$ cat src/rtl/core/rhc_pkg.sv
package rhc_pkg;

   typedef enum logic [1:0] {
      SECTOR_RED,
      SECTOR_GREEN,
      SECTOR_BLUE
   } sector_type;

   typedef struct packed {
      sector_type sector;
      logic       neg;
      logic       gray;
   } side_type;

endpackage

$ cat src/rtl/core/rgb_to_hsv_converter_core.sv
// channel  dir  tdata fields (low bit up)           handshake
// req      in   red, green, blue                    req_tvalid / req_tready
// rsp      out  hue, saturation, brightness         rsp_tvalid / rsp_tready
//
// One item per cycle while rsp_tready is not holding the pipe. Stages in order:
// classify stage, one restoring divide step per stage for both divisions,
// and the output register. STEPS = max(CHANNEL_BITS, HUE_FRAC_BITS + 1).
// Reset clears the stage valid bits only.
// Each stage holds while full and blocked; empty stages keep filling.
module rgb_to_hsv_converter_core import rhc_pkg::*; #(
   parameter int CHANNEL_BITS  = 8,
   parameter int HUE_FRAC_BITS = 8
) (
   input  logic              clock,
   input  logic              reset,
   input  logic              req_tvalid,
   output logic              req_tready,
   // red, green, blue, zero pad
   input  logic [(3*CHANNEL_BITS+7)/8*8-1:0] req_tdata,
   output logic              rsp_tvalid,
   input  logic              rsp_tready,
   // hue, saturation, brightness, zero pad
   output logic [(HUE_FRAC_BITS+3+2*CHANNEL_BITS+7)/8*8-1:0] rsp_tdata
);

   localparam int CB    = CHANNEL_BITS;
   localparam int HFB   = HUE_FRAC_BITS;
   localparam int HW    = HFB + 3;
   localparam int STEPS = (CB > HFB + 1) ? CB : HFB + 1;
   localparam int RSP_W = ((HW + 2 * CB + 7) / 8) * 8;

   logic          p_valid   [0:STEPS];
   logic          p_ready   [0:STEPS];
   side_type      p_side    [0:STEPS];
   logic [CB-1:0] p_val     [0:STEPS];
   logic [CB-1:0] p_chroma  [0:STEPS];
   logic [CB-1:0] p_sat_rem [0:STEPS];
   logic [STEPS-1:0] p_sat_nq [0:STEPS];
   logic [CB-1:0] p_hue_rem [0:STEPS];
   logic [STEPS-1:0] p_hue_nq [0:STEPS];

   logic [HW-1:0] hue;
   logic [CB-1:0] saturation, brightness;

   rhc_front #(.CB(CB), .HFB(HFB), .S(STEPS)) u_front (
      .clock       (clock),
      .reset       (reset),
      .in_valid    (req_tvalid),
      .in_ready    (req_tready),
      .red         (req_tdata[CB-1:0]),
      .green       (req_tdata[2*CB-1:CB]),
      .blue        (req_tdata[3*CB-1:2*CB]),
      .out_valid   (p_valid[0]),
      .out_ready   (p_ready[0]),
      .out_side    (p_side[0]),
      .out_val     (p_val[0]),
      .out_chroma  (p_chroma[0]),
      .out_sat_rem (p_sat_rem[0]),
      .out_sat_nq  (p_sat_nq[0]),
      .out_hue_rem (p_hue_rem[0]),
      .out_hue_nq  (p_hue_nq[0])
   );

   for (genvar k = 0; k < STEPS; k++) begin : g_div
      rhc_div_stage #(.CB(CB), .S(STEPS)) u_stage (
         .clock       (clock),
         .reset       (reset),
         .in_valid    (p_valid[k]),
         .in_ready    (p_ready[k]),
         .in_side     (p_side[k]),
         .in_val      (p_val[k]),
         .in_chroma   (p_chroma[k]),
         .in_sat_rem  (p_sat_rem[k]),
         .in_sat_nq   (p_sat_nq[k]),
         .in_hue_rem  (p_hue_rem[k]),
         .in_hue_nq   (p_hue_nq[k]),
         .out_valid   (p_valid[k+1]),
         .out_ready   (p_ready[k+1]),
         .out_side    (p_side[k+1]),
         .out_val     (p_val[k+1]),
         .out_chroma  (p_chroma[k+1]),
         .out_sat_rem (p_sat_rem[k+1]),
         .out_sat_nq  (p_sat_nq[k+1]),
         .out_hue_rem (p_hue_rem[k+1]),
         .out_hue_nq  (p_hue_nq[k+1])
      );
   end

   rhc_back #(.CB(CB), .HFB(HFB), .S(STEPS), .HW(HW)) u_back (
      .clock      (clock),
      .reset      (reset),
      .in_valid   (p_valid[STEPS]),
      .in_ready   (p_ready[STEPS]),
      .in_side    (p_side[STEPS]),
      .in_val     (p_val[STEPS]),
      .in_sat_nq  (p_sat_nq[STEPS]),
      .in_hue_nq  (p_hue_nq[STEPS]),
      .out_valid  (rsp_tvalid),
      .out_ready  (rsp_tready),
      .hue        (hue),
      .saturation (saturation),
      .brightness (brightness)
   );

   assign rsp_tdata = RSP_W'({brightness, saturation, hue});

endmodule

$ cat src/rtl/core/rhc_front.sv
module rhc_front import rhc_pkg::*; #(
   parameter int CB  = 8,
   parameter int HFB = 8,
   parameter int S   = 9
) (
   input  logic          clock,
   input  logic          reset,
   input  logic          in_valid,
   output logic          in_ready,
   input  logic [CB-1:0] red,
   input  logic [CB-1:0] green,
   input  logic [CB-1:0] blue,
   output logic          out_valid,
   input  logic          out_ready,
   output side_type      out_side,
   output logic [CB-1:0] out_val,
   output logic [CB-1:0] out_chroma,
   output logic [CB-1:0] out_sat_rem,
   output logic [S-1:0]  out_sat_nq,
   output logic [CB-1:0] out_hue_rem,
   output logic [S-1:0]  out_hue_nq
);

   localparam int DW = CB + S;

   logic            r_ge_g, r_ge_b, g_ge_b;
   logic [CB-1:0]   hi, lo, mag, chroma;
   logic signed [CB:0] diff;
   logic [DW-1:0]   sat_div, hue_div;

   logic            valid_ff;
   side_type        side_in, side_ff;
   logic [CB-1:0]   val_ff, chroma_ff, sat_rem_ff, hue_rem_ff;
   logic [S-1:0]    sat_nq_ff, hue_nq_ff;

   always_comb begin
      r_ge_g = red >= green;
      r_ge_b = red >= blue;
      g_ge_b = green >= blue;

      if (r_ge_g && r_ge_b) begin
         side_in.sector = SECTOR_RED;
      end else if (g_ge_b) begin
         side_in.sector = SECTOR_GREEN;
      end else begin
         side_in.sector = SECTOR_BLUE;
      end

      case (side_in.sector)
         SECTOR_GREEN: begin
            hi   = green;
            diff = $signed({1'b0, blue}) - $signed({1'b0, red});
         end
         SECTOR_BLUE: begin
            hi   = blue;
            diff = $signed({1'b0, red}) - $signed({1'b0, green});
         end
         default: begin
            hi   = red;
            diff = $signed({1'b0, green}) - $signed({1'b0, blue});
         end
      endcase

      lo = r_ge_g ? (g_ge_b ? blue : green) : (r_ge_b ? blue : red);

      chroma       = hi - lo;
      side_in.neg  = diff[CB];
      side_in.gray = (chroma == '0);
      mag          = side_in.neg ? CB'(-diff) : CB'(diff);

      sat_div = (DW'(chroma) << CB) - DW'(chroma);
      hue_div = DW'(mag) << HFB;
   end

   assign in_ready = !valid_ff || out_ready;

   always_ff @(posedge clock) begin
      if (reset) begin
         valid_ff <= 1'b0;
      end else if (in_ready) begin
         valid_ff <= in_valid;
      end
   end

   always_ff @(posedge clock) begin
      if (in_ready && in_valid) begin
         side_ff    <= side_in;
         val_ff     <= hi;
         chroma_ff  <= chroma;
         sat_rem_ff <= sat_div[DW-1:S];
         sat_nq_ff  <= sat_div[S-1:0];
         hue_rem_ff <= hue_div[DW-1:S];
         hue_nq_ff  <= hue_div[S-1:0];
      end
   end

   assign out_valid   = valid_ff;
   assign out_side    = side_ff;
   assign out_val     = val_ff;
   assign out_chroma  = chroma_ff;
   assign out_sat_rem = sat_rem_ff;
   assign out_sat_nq  = sat_nq_ff;
   assign out_hue_rem = hue_rem_ff;
   assign out_hue_nq  = hue_nq_ff;

endmodule

$ cat src/rtl/core/rhc_div_stage.sv
module rhc_div_stage import rhc_pkg::*; #(
   parameter int CB = 8,
   parameter int S  = 9
) (
   input  logic          clock,
   input  logic          reset,
   input  logic          in_valid,
   output logic          in_ready,
   input  side_type      in_side,
   input  logic [CB-1:0] in_val,
   input  logic [CB-1:0] in_chroma,
   input  logic [CB-1:0] in_sat_rem,
   input  logic [S-1:0]  in_sat_nq,
   input  logic [CB-1:0] in_hue_rem,
   input  logic [S-1:0]  in_hue_nq,
   output logic          out_valid,
   input  logic          out_ready,
   output side_type      out_side,
   output logic [CB-1:0] out_val,
   output logic [CB-1:0] out_chroma,
   output logic [CB-1:0] out_sat_rem,
   output logic [S-1:0]  out_sat_nq,
   output logic [CB-1:0] out_hue_rem,
   output logic [S-1:0]  out_hue_nq
);

   // one restoring step per division: quotient bit shifts in at the low end
   logic [CB:0]   sat_t, hue_t, sat_d, hue_d;
   logic          sat_ge, hue_ge;
   logic [CB-1:0] sat_rem_in, hue_rem_in;
   logic [S-1:0]  sat_nq_in, hue_nq_in;

   logic          valid_ff;
   side_type      side_ff;
   logic [CB-1:0] val_ff, chroma_ff, sat_rem_ff, hue_rem_ff;
   logic [S-1:0]  sat_nq_ff, hue_nq_ff;

   always_comb begin
      sat_t      = {in_sat_rem, in_sat_nq[S-1]};
      sat_d      = sat_t - {1'b0, in_val};
      sat_ge     = sat_t >= {1'b0, in_val};
      sat_rem_in = sat_ge ? sat_d[CB-1:0] : sat_t[CB-1:0];
      sat_nq_in  = {in_sat_nq[S-2:0], sat_ge};

      hue_t      = {in_hue_rem, in_hue_nq[S-1]};
      hue_d      = hue_t - {1'b0, in_chroma};
      hue_ge     = hue_t >= {1'b0, in_chroma};
      hue_rem_in = hue_ge ? hue_d[CB-1:0] : hue_t[CB-1:0];
      hue_nq_in  = {in_hue_nq[S-2:0], hue_ge};
   end

   assign in_ready = !valid_ff || out_ready;

   always_ff @(posedge clock) begin
      if (reset) begin
         valid_ff <= 1'b0;
      end else if (in_ready) begin
         valid_ff <= in_valid;
      end
   end

   always_ff @(posedge clock) begin
      if (in_ready && in_valid) begin
         side_ff    <= in_side;
         val_ff     <= in_val;
         chroma_ff  <= in_chroma;
         sat_rem_ff <= sat_rem_in;
         sat_nq_ff  <= sat_nq_in;
         hue_rem_ff <= hue_rem_in;
         hue_nq_ff  <= hue_nq_in;
      end
   end

   assign out_valid   = valid_ff;
   assign out_side    = side_ff;
   assign out_val     = val_ff;
   assign out_chroma  = chroma_ff;
   assign out_sat_rem = sat_rem_ff;
   assign out_sat_nq  = sat_nq_ff;
   assign out_hue_rem = hue_rem_ff;
   assign out_hue_nq  = hue_nq_ff;

endmodule

$ cat src/rtl/core/rhc_back.sv
module rhc_back import rhc_pkg::*; #(
   parameter int CB  = 8,
   parameter int HFB = 8,
   parameter int S   = 9,
   parameter int HW  = 11
) (
   input  logic          clock,
   input  logic          reset,
   input  logic          in_valid,
   output logic          in_ready,
   input  side_type      in_side,
   input  logic [CB-1:0] in_val,
   input  logic [S-1:0]  in_sat_nq,
   input  logic [S-1:0]  in_hue_nq,
   output logic          out_valid,
   input  logic          out_ready,
   output logic [HW-1:0] hue,
   output logic [CB-1:0] saturation,
   output logic [CB-1:0] brightness
);

   localparam logic [HW:0] CIRCLE = (HW+1)'(6) << HFB;

   logic [HW:0]   base, q_ext, h_sum, h_wrap;
   logic [HW-1:0] hue_in, hue_ff;
   logic [CB-1:0] sat_in, sat_ff, val_ff;
   logic          valid_ff;

   always_comb begin
      case (in_side.sector)
         SECTOR_GREEN: base = (HW+1)'(2) << HFB;
         SECTOR_BLUE:  base = (HW+1)'(4) << HFB;
         default:      base = '0;
      endcase
      q_ext  = (HW+1)'(in_hue_nq[HFB:0]);
      h_sum  = in_side.neg ? (base - q_ext) : (base + q_ext);
      h_wrap = h_sum[HW] ? (h_sum + CIRCLE) : h_sum;
      hue_in = in_side.gray ? '0 : h_wrap[HW-1:0];
      sat_in = in_side.gray ? '0 : in_sat_nq[CB-1:0];
   end

   assign in_ready = !valid_ff || out_ready;

   always_ff @(posedge clock) begin
      if (reset) begin
         valid_ff <= 1'b0;
      end else if (in_ready) begin
         valid_ff <= in_valid;
      end
   end

   always_ff @(posedge clock) begin
      if (in_ready && in_valid) begin
         hue_ff <= hue_in;
         sat_ff <= sat_in;
         val_ff <= in_val;
      end
   end

   assign out_valid  = valid_ff;
   assign hue        = hue_ff;
   assign saturation = sat_ff;
   assign brightness = val_ff;

endmodule
$ cat config.mk
export PLATFORM = sky130hd
export DESIGN_NAME = rgb_to_hsv_converter_core
export DESIGN_NICKNAME = d
export VERILOG_FILES = /design/src/rtl/core/rhc_pkg.sv /design/src/rtl/core/rgb_to_hsv_converter_core.sv /design/src/rtl/core/rhc_front.sv /design/src/rtl/core/rhc_div_stage.sv /design/src/rtl/core/rhc_back.sv
export SDC_FILE = /design/constraint.sdc
export NUM_CORES = 1
export LEC_CHECK = 0
export ABC_CLOCK_PERIOD_IN_PS = 12700
export BUFFER_PORTS_ARGS = -buffer_cell sky130_fd_sc_hd__buf_4
export CORE_MARGIN = 4
export CORE_UTILIZATION = 60
export CTS_CLUSTER_DIAMETER = 30
export DETAILED_ROUTE_END_ITERATION = 8
export PLACE_DENSITY = 0.77
export SLEW_MARGIN = 5
export SYNTH_ARGS = -nofsm -noshare
export SYNTH_HDL_FRONTEND = slang
export SYNTH_SLANG_ARGS = --single-unit
export TNS_END_PERCENT = 20
$ cat constraint.sdc
create_clock -name clock -period 12.7 [get_ports clock]
set_clock_uncertainty 0.15 [all_clocks]
set_input_delay 0.635 -clock clock [delete_from_list [all_inputs] [get_ports clock]]
set_output_delay 0.635 -clock clock [all_outputs]
set_load 0.02 [all_outputs]
---- Yosys cells after proc, flatten, opt, wreduce, memory -nomap -nowiden ----
Cells that the tools add are included.
word-level totals
  latch bits .............................. 0
  logic and storage cells ................. 220
  register bits after elaboration ......... 508
  RAM bits ................................ 0
  bits in read-only memories .............. 0
  memories kept ........................... 0
operators by class
  divide/modulo/power cells ............... 0
  bitwise operators ....................... 0
  eq/ne operators ......................... 4
  order comparisons ....................... 21
  shift operators ......................... 0
  reductions and logical operators ........ 35
  multipliers ............................. 0
  $add $sub $neg .......................... 25
  muxes and demuxes ....................... 27
operators with widths
  operator                                                                count
  8-bit two-way mux                                                       20
  9-bit by 8-bit >= comparator with 1-bit output                          17
  8-bit subtractor                                                        17
  8-bit >= comparator                                                     4
  8-bit by 8-bit subtractor with 9-bit output                             3
  11-bit one-hot mux with 2 select lines                                  1
  9-bit one-hot mux with 2 select lines                                   1
  16-bit by 8-bit subtractor with 17-bit output                           1
  8-bit one-hot mux with 2 select lines                                   1
  11-bit by 9-bit adder with 12-bit output                                1
  1-bit logical AND                                                       12
  12-bit two-way mux                                                      1
  11-bit by 9-bit subtractor with 12-bit output                           1
  11-bit adder (second input constant)                                    1
  1-bit zero test                                                         11
  1-bit logical OR                                                        11
  11-bit two-way mux                                                      1
  8-bit zero test                                                         1
  8-bit negation                                                          1
  2-bit by 1-bit equality test with 1-bit output (second input constant)  2
  2-bit equality test (second input constant)                             2
  2-bit two-way mux                                                       2

---- Logic depth before layout (Yosys ltp) ----
  word-level depth ........................ 13
  gate-level depth with buffers ........... 24
  mapped depth without buffers ............ 21

---- Hierarchy ----
A second synthesis with hierarchy kept.
second synthesis, totals
  cells, all modules ...................... 2263
  area total of the unflattened synthesis .. 29564.6 sq um
by module, submodules not included
  module                                 area an instance (sq um)  cells each  instances
  rhc_div_stage at g_div[1].u_stage ...  2681.3                    190         6
  rhc_div_stage at g_div[0].u_stage ...  2661.3                    185         2
  rhc_front                              3798.6                    411         1
  rhc_div_stage at g_div[7].u_stage      2593.7                    178         1
  rhc_back                               1720.4                    158         1
  rgb_to_hsv_converter_core              41.3                      6           1

---- Worst setup path after synthesis ----
OpenSTA, ideal clock, no wires.
  path kind ............................... input-to-reg
  from .................................... input port rsp_tready
  to ...................................... register g_div[1].u_stage.chroma_ff[1] (enable)
  arrival ................................. 4.664 ns
  slack ................................... 7.369 ns
  data required time ...................... 12.034 ns
  setup time .............................. 0.516 ns
  stages .................................. 7
  path through ............................ nor2b_1 > nand3_1 > nor2_1 > and2_1 > and3_1 > clkbuf_1 > a21boi_0
on the way
  longest elaborated chain between the ends .. 10
ends and longest elaborated chain
  item                           RTL line                         text
  start, declared                rgb_to_hsv_converter_core.sv:21  input logic rsp_tready,
  1-bit logical OR               rhc_back.sv:42                   assign in_ready = !valid_ff || out_ready;
  1-bit logical OR (8 in a row)  rhc_div_stage.sv:52              assign in_ready = !valid_ff || out_ready;
  1-bit logical AND              rhc_div_stage.sv:63              if (in_ready && in_valid) begin
  end signal, assigned           rhc_div_stage.sv:66              chroma_ff <= in_chroma;
  end, declared                  rhc_div_stage.sv:35              logic [CB-1:0] val_ff, chroma_ff, sat_rem_ff, hue_rem_ff;
No other way between the ends.
A chain may end at the register's enable or synchronous reset.

---- Worst setup path in the final report ----
  from .................................... input port req_tdata[23]
  to ...................................... register u_front.sat_rem_ff[1] (netlist: u_front.out_sat_rem[1]) (data pin)
on the way
  longest elaborated chain between the ends .. 7
  elaborated cells on any way between the ends .. 13
  classes of those cells .................. add/sub (2); order compare (2); eq/ne (2); mux (6); reduce/logical (1)
ends and longest elaborated chain
  item                                                                                   RTL line                          text
  start, declared                                                                        rgb_to_hsv_converter_core.sv:19   input logic [(3*CHANNEL_BITS+7)/8*8-1:0] req_tdata,
  8-bit >= comparator, on equally long branches                                          rhc_front.sv:39, rhc_front.sv:38
  2-bit two-way mux or 1-bit logical AND (tied branches)                                 rhc_front.sv:43, rhc_front.sv:41
  2-bit two-way mux                                                                      rhc_front.sv:41                   if (r_ge_g && r_ge_b) begin
  2-bit equality test or 2-bit by 1-bit equality test with 1-bit output (tied branches)  rhc_front.sv:49                   case (side_in.sector)
  8-bit one-hot mux with 2 select lines                                                  rhc_front.sv:49
  8-bit subtractor (*)                                                                   rhc_front.sv:66                   chroma = hi - lo;
  named net u_front.chroma[4]                                                            rhc_front.sv:27                   logic [CB-1:0] hi, lo, mag, chroma;
  16-bit by 8-bit subtractor with 17-bit output (*)                                      rhc_front.sv:71                   sat_div = (DW'(chroma) << CB) - DW'(chroma);
  named net u_front.sat_div[10]                                                          rhc_front.sv:29                   logic [DW-1:0] sat_div, hue_div;
  end signal, assigned                                                                   rhc_front.sv:90                   sat_rem_ff <= sat_div[DW-1:S];
  end, declared                                                                          rhc_front.sv:33                   logic [CB-1:0] val_ff, chroma_ff, sat_rem_ff, hue_rem_ff;
Mark *: on every way through the listed nets, which the timed path passes. The rest lies on a longest branch.

==> flow_metrics.env <==
export IMPL_power_clock_fraction_pct=44.8
export IMPL_hold_viol_final=0
export IMPL_synth_top_cell_by_area="edfxtp_1"
export IMPL_startpoint="req_tdata[23]"
export IMPL_maxSlewHeadroom_pct=20.3
export IMPL_crit_chain="buf_4 > inv_1 > ha_1 > nand3_1 > or2_0 > o22ai_2 > or2_1 > a21oi_1 > a21o_1 > ha_1 > fa_1 > nor2b_1 > o21ai_0 > a21oi_1 > nor2b_1 > nor3_1 > nor3b_1 > and3_1 > nor2_1"
export IMPL_swShare_pct=26.3
export IMPL_synth_distinct_cells=64
export IMPL_cp_start_kind="input pin"
export IMPL_setup_viol=0
export IMPL_ir_worst_vdd_mv=0.108
export IMPL_antenna_found_initial=0
export IMPL_die_area_um2=44500
export IMPL_drv_slew=0
export IMPL_wl_per_cell_um=16.3
export IMPL_avgSynthCellArea_um2=12.3
export IMPL_n_antenna_cell=0
export IMPL_critPathArrivalTime_ps=5210
export IMPL_grt_ovfl_total=0
export IMPL_final_seq_area_um2=14600
export IMPL_grtUsageTotal_pct=20.4
export IMPL_comb_power_share_pct=16.5
export IMPL_crit_family="simple AND/OR/NAND/NOR gates"
export IMPL_cts_buffers=88
export IMPL_powerDensity_nw_per_um2=182
export IMPL_crit_type="in -> reg"
export IMPL_end_kind="register"
export IMPL_initial_utilization_pct=60.6
export IMPL_cap_viol_max_count=0
export IMPL_postLayoutCoreUtil_pct=70.7
export IMPL_grt_pass1_vias=15700
export IMPL_post_dp_hpwl_um=31300
export IMPL_synth_top_area_share_pct=58.4
export IMPL_crit_buf_inv=2
export IMPL_postSynth_asyncResetShare_pct=0
export IMPL_io_buffers=56
export IMPL_sequentialPowerShare_pct=38.7
export IMPL_via_count=15000
export IMPL_crit_slowest_cell="or2_1"
export IMPL_hold_depth=3
export IMPL_power_switching_mw=1.38
export IMPL_postCtsHoldBufs=0
export IMPL_r2r_start="g_div[4].u_stage.out_val[1]"
export IMPL_fillerInstances=2671
export IMPL_areaGrowthSynthToFinish_pct=16.7
export IMPL_drive_gt1_share_pct=11.9
export IMPL_clock_latency_ps=610
export IMPL_ys_warn_count=0
export IMPL_synthTopCellsByArea="edfxtp_1 (58%), ha_1 (9.1%), inv_1 (3.6%)"
export IMPL_max_freq_ghz=0.200
export IMPL_clock_path_buffers=3
export IMPL_drc=0
export IMPL_dr_first_iter_drc_count=851
export IMPL_gp_congestion=0.925
export IMPL_p_leak_nw=11.5
export IMPL_fin_tns_setup_ps=0
export IMPL_cts_setup_buffers=0
export IMPL_synth_area_um2=24700
export IMPL_pin_count=62
export IMPL_grt_max_degree=52
export IMPL_rr_worst_depth=10
export IMPL_slowest_delay_ps=800
export IMPL_cts_tree="done"
export IMPL_cts_root_buf="clkbuf_16"
export IMPL_chipHeight_um=211
export IMPL_cts_resized=0
export IMPL_h_tree_depth=3
export IMPL_syn_inst=2015
export IMPL_coreArea_um2=40700
export IMPL_die_x_um=211
export IMPL_first_pass_iters=5
export IMPL_synth_edf_count=480
export IMPL_fin_nets=2364
export IMPL_crit_cells=19
export IMPL_cp_max_fo=27
export IMPL_holdCritPathClass="in -> reg"
export IMPL_vias_per_cell=5.49
export IMPL_final_antenna_net_count=0
export IMPL_min_period_ps=5010
export IMPL_drt_total_wl_um=44600
export IMPL_grt_pass1_wl_um=74100
export IMPL_status="finished, final reports clean"
export IMPL_p_int_mw=3.86
export IMPL_core_rowCount=74
export IMPL_min_from="req_tvalid"
export IMPL_period_share_pct=39.4
export IMPL_cts_clk_slew_worst_paths_ps=50
export IMPL_synth_main_ff_cell="edfxtp_1"
export IMPL_worst_pin_slew_ps=1190
export IMPL_ys_seq_area_share_pct=59.3
export IMPL_rsz0062_at_grt="false"
export IMPL_crit_required_ps=12900
export IMPL_cts_sinks=491
export IMPL_multi_input_area_um2=9090
export IMPL_ys_ff_latch=491
[metrics by stage]
stage	std cells	setup WS, ps	hold slack (ps)	power [mW]	area, µm²
after CTS	2738	7670	87.1	5.28	28800
after global placement	2579	7180	251	2.88	25800
after detailed placement	2579	7100	255	2.92	25800
after global routing	2738	7270	114	5.48	28800
after floorplan	2020	7370	250	2.71	24700
final	2738	7690	122	5.24	28800
[worst paths after layout]
kind / to / slack [ps]
max: u_front.out_sat_rem[1] / 7690
min: u_front.out_valid / 120
max reg2reg: g_div[5].u_stage.out_sat_rem[6] / 9130
min reg2reg: g_div[5].u_stage.out_side[2] / 250
[cells by family (layout without fill, tap and decap cells)]
logic type | count (synthesis) | in the layout | synth area share (%)
buffers and inverters | 276 | 462 | 4.38
xor gates and xnor gates | 134 | 134 | 4.78
muxes | 39 | 39 | 1.70
AOI/OAI and AO/OA | 417 | 417 | 10.2
DFF | 491 | 491 | 59.3
other | 1 | 6 | 0.0152
and+or+nand+nor | 458 | 458 | 8.97
adders and majority gates | 199 | 199 | 10.7
[placed cells by master (no fill, tap or decap), types with 40 or more instances in the layout]
| cell type | n |
|---|---|
| clkbuf_16 | 91 |
| nor2_1 | 188 |
| edfxtp_1 | 480 |
| o21ai_0 | 116 |
| nor2b_1 | 55 |
| a21oi_1 | 141 |
| xor2_1 | 40 |
| nand2_1 | 62 |
| a21o_1 | 40 |
| ha_1 | 179 |
| inv_1 | 236 |
| xnor2_1 | 93 |
| buf_4 | 65 |
| nand2b_1 | 40 |
[flip-flops by register name, indices dropped and copies added, names as in the netlist, 4 cells and up]
signal / cells
u_back.saturation: 8
u_front.out_sat_nq: 9
g_div.u_stage.out_side: 36
u_front.out_hue_rem: 7
u_front.out_chroma: 7
g_div.u_stage.out_val: 72
g_div.u_stage.out_valid: 9
g_div.u_stage.out_sat_rem: 64
g_div.u_stage.out_sat_nq: 71
g_div.u_stage.out_hue_nq: 45
u_front.out_side: 4
u_back.hue: 11
u_front.out_val: 8
u_front.out_sat_rem: 8
g_div.u_stage.out_hue_rem: 64
g_div.u_stage.out_chroma: 57
u_back.brightness: 8
[per-layer routing]
layer / global-route usage (%) / part of all wire, % / vias to the layer above
met1: 22.5 / 39 / 7180
met5: 0 / 0 / -
met4: 6.77 / 2.4 / 0
met3: 4.01 / 4.5 / 86
li1: - / - / 7435
met2: 39.0 / 54 / 342
[area by class of cell]
class                           instances  area share [%]
Clock buffer                          100            8.05
Clock inverter                         59            2.54
Inverter                              238            3.10
Multi-Input combinational cell       1253            31.5
Sequential cell                       491            50.8
Tap cell                              532            2.31
Timing Repair Buffer                   65            1.69
[worst reg2reg max path, delay by kind of cell (launching register included)]
family | cells | cell delay (ps)
AOI/OAI and AO/OA | 6 | 1810
muxes | 1 | 430
DFF | 1 | 400
adders and majority gates | 1 | 280
and+or+nand+nor | 1 | 170
buffers and inverters | 1 | 60
[cell usage after synthesis, types with 3 or more instances]
library cell,n
buf_2,3
a2bb2oi_1,15
a21oi_1,141
a211oi_1,20
a21boi_0,35
nor2_1,188
nand2b_1,40
o22a_1,6
o21bai_1,6
edfxtp_1,480
and2_1,11
clkbuf_1,26
or3_1,5
a31oi_1,6
nand2_1,62
buf_4,5
nor2b_1,60
buf_6,3
nor3_1,26
o31ai_1,4
o21ai_0,116
nand4_1,25
nand3_1,20
xnor2_1,93
fa_1,20
a21o_1,40
dfxtp_1,11
and3_1,3
mux2i_1,15
xor2_1,40
o22ai_1,3
ha_1,179
inv_1,236
nor3b_1,4
mux2_2,23
o21a_1,10
[power groups by stage]
stage | Combinational (mW) | Sequential [mW] | Clock, mW
3_3_place_gp | 0.827 | 2.06 | 0
3_5_place_dp | 0.855 | 2.06 | 0
4_1_cts | 0.868 | 2.03 | 2.38
6_report | 0.865 | 2.03 | 2.35
2_1_floorplan | 0.684 | 2.02 | 0
5_1_grt | 0.972 | 2.04 | 2.47
No activity file was read; power rests on OpenSTA's default activity.
